`src/u8dec_pkg.sv`:
```
// Shared types, constants and helpers for the UTF-8 validating decoder.
// No dependencies; imported by every module of the decoder.

package u8dec_pkg;

  // Configuration register map
  localparam int unsigned CFG_ADDR_W = 3;
  localparam int unsigned CFG_DATA_W = 32;
  localparam logic [0:0]  REG_REPLACEMENT_CODE = 1'b0;

  localparam int unsigned CP_W  = 21;
  localparam int unsigned CNT_W = 3;

  localparam logic [CP_W-1:0] REPLACEMENT_RESET = 21'h00FFFD;

  // Byte boundaries of the strict well-formed ranges
  localparam logic [7:0] CONT_LO    = 8'h80;
  localparam logic [7:0] CONT_HI    = 8'hBF;
  localparam logic [7:0] LEAD2_LO   = 8'hC2;
  localparam logic [7:0] LEAD2_HI   = 8'hDF;
  localparam logic [7:0] LEAD3_LO   = 8'hE0;
  localparam logic [7:0] LEAD3_HI   = 8'hEF;
  localparam logic [7:0] LEAD3_SURR = 8'hED;
  localparam logic [7:0] LEAD4_LO   = 8'hF0;
  localparam logic [7:0] LEAD4_HI   = 8'hF4;
  localparam logic [7:0] E0_SEC_LO  = 8'hA0;
  localparam logic [7:0] ED_SEC_HI  = 8'h9F;
  localparam logic [7:0] F0_SEC_LO  = 8'h90;
  localparam logic [7:0] F4_SEC_HI  = 8'h8F;

  localparam logic [CNT_W-1:0] LEN_NONE = 3'd0;
  localparam logic [CNT_W-1:0] LEN_1    = 3'd1;
  localparam logic [CNT_W-1:0] LEN_2    = 3'd2;
  localparam logic [CNT_W-1:0] LEN_3    = 3'd3;
  localparam logic [CNT_W-1:0] LEN_4    = 3'd4;

  // Open-sequence state carried from byte to byte
  typedef struct packed {
    logic [7:0]       lead;
    logic [23:0]      gathered;
    logic [CNT_W-1:0] exp_len;
    logic [CNT_W-1:0] rcv_cnt;
  } seq_state_t;

  localparam seq_state_t SEQ_CLOSED = '0;

  // One decoded result
  typedef struct packed {
    logic [CP_W-1:0]  code_point;
    logic             valid_res;
    logic [CNT_W-1:0] byte_count;
  } dec_result_t;

  // Sequence length announced by a lead byte; stray bytes count as one
  function automatic logic [CNT_W-1:0] lead_length(input logic [7:0] b);
    logic [CNT_W-1:0] len;
    if (b[7] == 1'b0) len = LEN_1;
    else if (b[7:5] == 3'b110) len = LEN_2;
    else if (b[7:4] == 4'b1110) len = LEN_3;
    else if (b[7:3] == 5'b11110) len = LEN_4;
    else len = LEN_1;
    return len;
  endfunction

  function automatic logic in_range(input logic [7:0] v, input logic [7:0] lo,
                                    input logic [7:0] hi);
    return (v >= lo) && (v <= hi);
  endfunction

endpackage

```
`src/u8dec_step.sv`:
```
// Per-byte decode step: next sequence state and the result a byte causes.
// Purely combinational; depends on u8dec_pkg.

module u8dec_step (
  input  logic [7:0]                     data_byte,
  input  logic                           end_of_range,
  input  logic [u8dec_pkg::CP_W-1:0]     replacement_code,
  input  u8dec_pkg::seq_state_t          st,
  output u8dec_pkg::seq_state_t          st_nxt,
  output logic                           res_valid,
  output u8dec_pkg::dec_result_t         res
);
  import u8dec_pkg::*;

  logic [CNT_W-1:0] len;
  logic [23:0]      gath;
  logic [CNT_W-1:0] rcv;
  logic [7:0]       b1, b2, b3, b4;
  logic [7:0]       lo2, hi2;
  logic             seq_ok;
  logic [CP_W-1:0]  seq_cp;

  assign len  = lead_length(data_byte);
  assign gath = {st.gathered[15:0], data_byte};
  assign rcv  = st.rcv_cnt + LEN_1;
  assign b1   = st.lead;

  // Judge a complete multi-byte sequence against the strict ranges
  always_comb begin
    b2 = 8'h00;
    b3 = 8'h00;
    b4 = 8'h00;
    lo2 = CONT_LO;
    hi2 = CONT_HI;
    seq_ok = 1'b0;
    seq_cp = '0;
    case (st.exp_len)
      LEN_2: begin
        b2 = gath[7:0];
        seq_ok = in_range(b1, LEAD2_LO, LEAD2_HI) && in_range(b2, CONT_LO, CONT_HI);
        seq_cp = {10'd0, b1[4:0], b2[5:0]};
      end
      LEN_3: begin
        b2 = gath[15:8];
        b3 = gath[7:0];
        if (b1 == LEAD3_LO) lo2 = E0_SEC_LO;
        if (b1 == LEAD3_SURR) hi2 = ED_SEC_HI;
        seq_ok = in_range(b1, LEAD3_LO, LEAD3_HI) && in_range(b2, lo2, hi2) &&
                 in_range(b3, CONT_LO, CONT_HI);
        seq_cp = {5'd0, b1[3:0], b2[5:0], b3[5:0]};
      end
      default: begin
        b2 = gath[23:16];
        b3 = gath[15:8];
        b4 = gath[7:0];
        if (b1 == LEAD4_LO) lo2 = F0_SEC_LO;
        if (b1 == LEAD4_HI) hi2 = F4_SEC_HI;
        seq_ok = in_range(b1, LEAD4_LO, LEAD4_HI) && in_range(b2, lo2, hi2) &&
                 in_range(b3, CONT_LO, CONT_HI) && in_range(b4, CONT_LO, CONT_HI);
        seq_cp = {b1[2:0], b2[5:0], b3[5:0], b4[5:0]};
      end
    endcase
  end

  // Advance the open sequence and pick the result
  always_comb begin
    st_nxt = st;
    res_valid = 1'b0;
    res.code_point = replacement_code;
    res.valid_res = 1'b0;
    res.byte_count = LEN_1;
    if (st.exp_len == LEN_NONE) begin
      if (len == LEN_1) begin
        // single byte: ASCII passes, a stray byte is replaced
        res_valid = 1'b1;
        res.valid_res = ~data_byte[7];
        res.code_point = data_byte[7] ? replacement_code : {13'd0, data_byte};
      end else if (end_of_range) begin
        // lead byte cut off by the buffer end
        res_valid = 1'b1;
        st_nxt = SEQ_CLOSED;
      end else begin
        st_nxt.lead = data_byte;
        st_nxt.gathered = '0;
        st_nxt.exp_len = len;
        st_nxt.rcv_cnt = LEN_1;
      end
    end else if (rcv >= st.exp_len) begin
      res_valid = 1'b1;
      res.valid_res = seq_ok;
      res.code_point = seq_ok ? seq_cp : replacement_code;
      res.byte_count = st.exp_len;
      st_nxt = SEQ_CLOSED;
    end else if (end_of_range) begin
      res_valid = 1'b1;
      res.byte_count = rcv;
      st_nxt = SEQ_CLOSED;
    end else begin
      st_nxt.gathered = gath;
      st_nxt.rcv_cnt = rcv;
    end
  end

endmodule

```
`src/utf8_validating_decoder.sv`:
```
// Top level of the UTF-8 validating decoder: handshakes, config register,
// sequence state and a two-entry result buffer. Depends on u8dec_pkg, u8dec_step.
//
//   channel | direction | handshake             | payload
//   --------+-----------+-----------------------+-----------------------------------
//   in      | sink      | in_valid / in_stall   | in_data_byte, in_end_of_range
//   out     | source    | out_valid / out_stall | out_code_point, out_valid_res,
//           |           |                       | out_byte_count
//   cfg     | APB slave | psel/penable/pready   | paddr, pwdata, prdata
//
// One byte is taken per cycle while in_stall is low; each result is registered.
// The rate is set by the single decode step between the sequence state register
// and the result register. A skid entry behind the output register keeps input
// flowing for one more result while the output is stalled; in_stall rises only
// once both entries are full. Synchronous reset closes any open sequence,
// empties the result buffer and restores the replacement code to U+FFFD.

module utf8_validating_decoder (
  input  logic                             clk,
  input  logic                             rst_n,
  input  logic                             in_valid,
  output logic                             in_stall,
  input  logic [7:0]                       in_data_byte,
  input  logic                             in_end_of_range,
  output logic                             out_valid,
  input  logic                             out_stall,
  output logic [u8dec_pkg::CP_W-1:0]       out_code_point,
  output logic                             out_valid_res,
  output logic [u8dec_pkg::CNT_W-1:0]      out_byte_count,
  input  logic                             psel,
  input  logic                             penable,
  input  logic                             pwrite,
  input  logic [u8dec_pkg::CFG_ADDR_W-1:0] paddr,
  input  logic [u8dec_pkg::CFG_DATA_W-1:0] pwdata,
  output logic [u8dec_pkg::CFG_DATA_W-1:0] prdata,
  output logic                             pready
);
  import u8dec_pkg::*;

  logic [CP_W-1:0] repl_r;
  seq_state_t      st_r, st_nxt;
  logic            res_valid;
  dec_result_t     res;
  logic            in_xfer, out_xfer;
  logic            out_valid_r, out_valid_nxt;
  dec_result_t     out_r, out_nxt;
  logic            skid_valid_r, skid_valid_nxt;
  dec_result_t     skid_r, skid_nxt;
  logic            reg_sel;

  // Config port: always ready, one register
  assign pready  = 1'b1;
  assign reg_sel = (paddr[CFG_ADDR_W-1] == REG_REPLACEMENT_CODE);
  assign prdata  = reg_sel ? {{(CFG_DATA_W-CP_W){1'b0}}, repl_r} : '0;

  always_ff @(posedge clk) begin
    if (!rst_n) begin
      repl_r <= REPLACEMENT_RESET;
    end else if (psel && penable && pwrite && pready && reg_sel) begin
      repl_r <= pwdata[CP_W-1:0];
    end
  end

  // Decode step
  u8dec_step u_step (
    .data_byte        (in_data_byte),
    .end_of_range     (in_end_of_range),
    .replacement_code (repl_r),
    .st               (st_r),
    .st_nxt           (st_nxt),
    .res_valid        (res_valid),
    .res              (res)
  );

  assign in_stall = skid_valid_r;
  assign in_xfer  = in_valid && !in_stall;
  assign out_xfer = out_valid_r && !out_stall;

  // Hold sequence state; advance on each input transfer
  always_ff @(posedge clk) begin
    if (!rst_n) begin
      st_r <= SEQ_CLOSED;
    end else if (in_xfer) begin
      st_r <= st_nxt;
    end
  end

  // Output register plus skid entry
  always_comb begin
    out_valid_nxt  = out_valid_r;
    out_nxt        = out_r;
    skid_valid_nxt = skid_valid_r;
    skid_nxt       = skid_r;
    if (skid_valid_r) begin
      if (out_xfer) begin
        out_nxt        = skid_r;
        skid_valid_nxt = 1'b0;
      end
    end else if (out_xfer || !out_valid_r) begin
      out_valid_nxt = in_xfer && res_valid;
      out_nxt       = res;
    end else if (in_xfer && res_valid) begin
      skid_valid_nxt = 1'b1;
      skid_nxt       = res;
    end
  end

  always_ff @(posedge clk) begin
    if (!rst_n) begin
      out_valid_r  <= 1'b0;
      skid_valid_r <= 1'b0;
    end else begin
      out_valid_r  <= out_valid_nxt;
      skid_valid_r <= skid_valid_nxt;
    end
  end

  always_ff @(posedge clk) begin
    out_r  <= out_nxt;
    skid_r <= skid_nxt;
  end

  assign out_valid      = out_valid_r;
  assign out_code_point = out_r.code_point;
  assign out_valid_res  = out_r.valid_res;
  assign out_byte_count = out_r.byte_count;

endmodule

```
`config.mk`:
```
export PLATFORM = sky130hd
export DESIGN_NAME = utf8_validating_decoder
export DESIGN_NICKNAME = d
export VERILOG_FILES = /design/src/u8dec_pkg.sv /design/src/u8dec_step.sv /design/src/utf8_validating_decoder.sv
export SDC_FILE = /design/constraint.sdc
export NUM_CORES = 1
export LEC_CHECK = 0
export BUFFER_PORTS_ARGS = -buffer_cell sky130_fd_sc_hd__buf_2
export CORE_ASPECT_RATIO = 1.2
export CORE_MARGIN = 8
export CORE_UTILIZATION = 30
export CTS_CLUSTER_SIZE = 8
export DETAILED_ROUTE_END_ITERATION = 10
export GPL_TIMING_DRIVEN = 1
export REMOVE_ABC_BUFFERS = 1
export SKIP_LAST_GASP = 1
export SYNTH_ARGS = -nofsm -noshare
export SYNTH_HDL_FRONTEND = slang
export SYNTH_HIERARCHICAL = 1
export SYNTH_SLANG_ARGS = --single-unit
```
`constraint.sdc`:
```
create_clock -name clk -period 4.8 [get_ports clk]
set_input_delay 1.2 -clock clk [delete_from_list [all_inputs] [get_ports clk]]
set_output_delay 1.2 -clock clk [all_outputs]
set_load 0.01 [all_outputs]
```
After elaboration in Yosys (flattened, before gate mapping)
Cells that the tools add are included.
{"block": "totals", "in_bits": 51, "output_inout_bits": 60, "register_bits": 103, "elab_cells": 119}
{"block": "classes", "n_lt_le_gt_ge": 15, "reduce_logical": 32, "n_bitwise": 4, "add_sub_neg": 1, "n_eq_ne": 12, "n_mux": 42}
{"operator": "$mux 38", "count": 4}
{"operator": "$mux 25", "count": 3}
{"operator": "$mux 22", "count": 3}
{"operator": "$mux 21", "count": 3}
{"operator": "$pmux 21 s2", "count": 1}
{"operator": "$ge 8x8->1 const B", "count": 5}
{"operator": "$le 8x8->1 const B", "count": 5}
{"operator": "$mux 8", "count": 5}
{"operator": "$eq 8x8->1 const B", "count": 4}
{"operator": "$mux 3", "count": 9}
{"operator": "$mux 24", "count": 1}
{"operator": "$logic_and 1x1->1", "count": 19}
{"operator": "$mux 6", "count": 3}
{"operator": "$ge 8x8->1", "count": 2}
{"operator": "$le 8x8->1", "count": 2}
{"operator": "$mux 1", "count": 8}
{"operator": "$eq 3x2->1 const B", "count": 2}
{"operator": "$reduce_and 2->1", "count": 3}
{"operator": "$reduce_and 3->1", "count": 2}
{"operator": "$eq 5x5->1 const B", "count": 1}
{"operator": "$mux 5", "count": 1}
{"operator": "$eq 4x4->1 const B", "count": 1}
{"operator": "$ne 2x2->1 const B", "count": 2}
{"operator": "$not 1->1", "count": 4}
{"operator": "other kinds (11)", "count": 13}

Depth between registers and ports, before layout
{"block": "depth", "depth_word": 14, "mapped_depth": 11, "ltp_nobuf": 10}

Modules after synthesis
Netlist, hierarchy kept.
{"mod": "utf8_validating_decoder", "seq_area_each_um2": 2722.6, "instances": 1, "area_each_um2": 4286.6, "cells_per_inst": 384}
{"mod": "u8dec_step", "seq_area_each_um2": 0.0, "instances": 1, "area_each_um2": 1500.2, "cells_per_inst": 217}

Worst setup path after synthesis
Ideal clock, no wire load.
{"block": "synth_path", "path_kind": "input to register", "from": "input port in_end_of_range", "to": "register skid_r[0] (netlist name), enable pin", "path_slack_ns": 1.134, "cell_stages": 8, "t_arrival_ns": 3.259, "required_ns": 4.393, "setup_ns": 0.407, "path_buffers": 3, "cell_sequence": "clkbuf_1 > inv_1 > o2111a_1 > clkbuf_1 > clkbuf_1 > nor2_1 > nand2_1 > nor2_1"}
{"block": "synth_between", "elab_chain_cells": 5, "word_cells_on_any_way": 6, "cone_classes": "mux (4); reduce/logical (2)"}
{"item": "start: declaration", "line": "utf8_validating_decoder.sv:24", "source": "input logic in_end_of_range,"}
{"item": "$mux 1 (*)", "line": "u8dec_step.sv:78, u8dec_step.sv:94"}
{"item": "$mux 1 (on tied branches)", "line": "u8dec_step.sv:88, u8dec_step.sv:73"}
{"item": "$mux 1 (*)", "line": "u8dec_step.sv:72", "source": "if (st.exp_len == LEN_NONE) begin"}
{"item": "via res_valid", "line": "utf8_validating_decoder.sv:42", "source": "logic res_valid;"}
{"item": "$logic_and 1x1->1 (*)", "line": "utf8_validating_decoder.sv:102", "source": "end else if (in_xfer && res_valid) begin"}
{"item": "$reduce_and 3->1 (no line) (*)"}
{"item": "end signal: assignment", "line": "utf8_validating_decoder.sv:120", "source": "skid_r <= skid_nxt;"}
{"item": "end: declaration", "line": "utf8_validating_decoder.sv:48", "source": "dec_result_t skid_r, skid_nxt;"}
Mark *: on every way through the listed nets, which the timed path passes. The rest lies on a longest branch.
A chain may end at the register's enable or synchronous reset.

==> impl_results.md <==
- Post-layout util: 0.348
- Mapped Area: 0.00544 mm²
- Latest clock arrival within the worst-skew pair: 0.35 ns
- TritonCTS clock tree: done
- Final instance area: 0.00625 mm²
- PD cells: between 300 and 400 mW/mm²
- Residual DRC: 0
- Root Driver: clkbuf_16
- Post-DP Area: 0.00595 mm²
- Mean Syn Cell Area: 9.69 µm²
- Setup TNS: 0 ns
- Fraction of layout instances using a drive strength above 1: 0.237
- Crit path max fanout: 15
- Htree depth: 3
- DP Wirelength: 9.82 mm
- Die ar.: around 0.023 mm²
- Worst slew pin tran: 1.08 ns
- Clock Pin Slew Worst Setup and Hold Paths: 0.07 ns
- R2R setup slack: a little over 1 ns
- Setup crit end kind: register
- F_max: 266 MHz
- Crit path from: st_r[32]
- Final Skew: 0.00523 ns
- Remaining global-route overflow: 0
- Io pins: 111
- Vias in the first global route: 4241
- Place WS: 1.02 ns
- Multi-input logic area: 0.00260 mm²
- Status: finished, final reports clean
- Synth warnings: 6
- Global router's overall resource usage: 0.126
- Area Growth Syn to Fin: 15.0%
- GPL Wtd Cong: 0.829
- Storage element area: 0.00256 mm²
- Peak VDD IR: 0.000151 V
- CTS buffer count: 9
- Clock Sink Count: 103
- Setup violators final: 0
- Via count: 4254
- Commonest non-fill, non-tap cell in the layout: nand2_1
- Final slew viol count: 0
- Setup Fix Bufs, Post-CTS: 0
- DR pass1 iterations: 4
- ANT nets after route: 0
- Critical path endpoint: out_code_point[19]
- Largest net degree at the start of global routing: 60
- Avg WL per Cell: 16.6 µm
- Total of max-cap violations: 0
- Fin nets: 681
- Period utilization: 0.783
- R2R depth: 9
- Most frequent cells in the layout: nand2_1 (130), buf_2 (85), dfxtp_1 (53)
- # diodes: 0
- Startpoint types: register
- Fin. Hold Viols: 0
- RSZ-0062 raised after global routing: no
- Die width: 139 µm
- Fill cell count: 1837
- RR Endpoint: out_code_point[19]
- CTS resizes: 0
- Fin worst setup slack: 1.04 ns
- Vias per cell: 4.99
- Die height: 163 µm
- Core ar.: 0.0180 mm²
- Starting Density: 0.302
- Final wirelength: 14.1 mm
- Input/output buffers: 85
- Static Leak: 0.00243 µW
- Slew headroom: 0.267
- Crit Path Class: register to register
- Critical path data required time: 4.90 ns
- Synth Instances: between 500 and 600
- Pwr Total: 1920 µW
- Rows: 54
- Minimum clock period after layout: around 3.8 ns
- Clock tree buffer depth: 2
- DR iter-0 viols: 281
- Worst hold path class: register to register
- Reg-to-Reg Start: st_r[32]
- First-pass GRT wire length: between 20 and 25 mm
- CP Data Arrival Time: 3.86 ns
- Initial antenna violation count: 0
- Post-CTS Hold Buffers: 0
[area by class of cell]
type | count | share of cell area
clock buffer | 12 | 0.0428
timing repair buffer | 93 | 0.0777
clock inverter | 4 | 0.00540
inverter | 6 | 0.00360
tap | 224 | 0.0448
multi-input combinational | 410 | 0.416
sequential | 103 | 0.410
[per-layer routing]
metal	wire length, µm	part of all wire	global-route usage	vias up
li1	-	-	-	2108
met1	6080	0.43	0.150	2036
met2	7340	0.52	0.226	98
met3	505	0.036	0.0205	12
met4	199	0.014	0.0435	0
met5	0	0	0	-
[worst min-delay path by stage]
stage                 endpoint        from  slack, ns  depth (start not counted)
global placement      st_r[20]    st_r[20]       0.46                          2
finish              repl_r[19]  repl_r[19]       0.47                          2
global route        repl_r[19]  repl_r[19]       0.49                          2
detailed placement  repl_r[19]  repl_r[19]       0.46                          2
CTS                 repl_r[19]  repl_r[19]       0.47                          2
floorplan           repl_r[16]  repl_r[16]       0.44                          2
[sequential cells by signal, indices dropped and copies added (netlist names)]
name	count
skid_r	25
out_byte_count	3
st_r	30
out_valid	1
repl_r	21
out_valid_res	1
out_code_point	21
in_stall	1
[stage by stage]
stage / hold slack [ns] / instances
after floorplan: 0.438 / 519
after global routing: 0.493 / 852
after CTS: 0.470 / 852
final: 0.468 / 852
after detailed placement: 0.459 / 836
after global placement: 0.458 / 836
[worst max-delay path, stage by stage, from the launching register on]
cell and delay [ns]:
dfxtp_1 0.41, or4_1 0.56, nor2_1 0.12, ha_1 0.12, or4b_1 0.42, o311a_1 0.34
or3_4 0.37, a31oi_4 0.64, mux2i_1 0.22, mux2_2 0.31
[report_power, final]
part,switching (µW),total [µW],internal (µW)
Clock,328,731,403
Sequential,18.1,981,963
Combinational,126,206,80.2
Total,472,1920,1450
(Power assumes the default switching activity.)
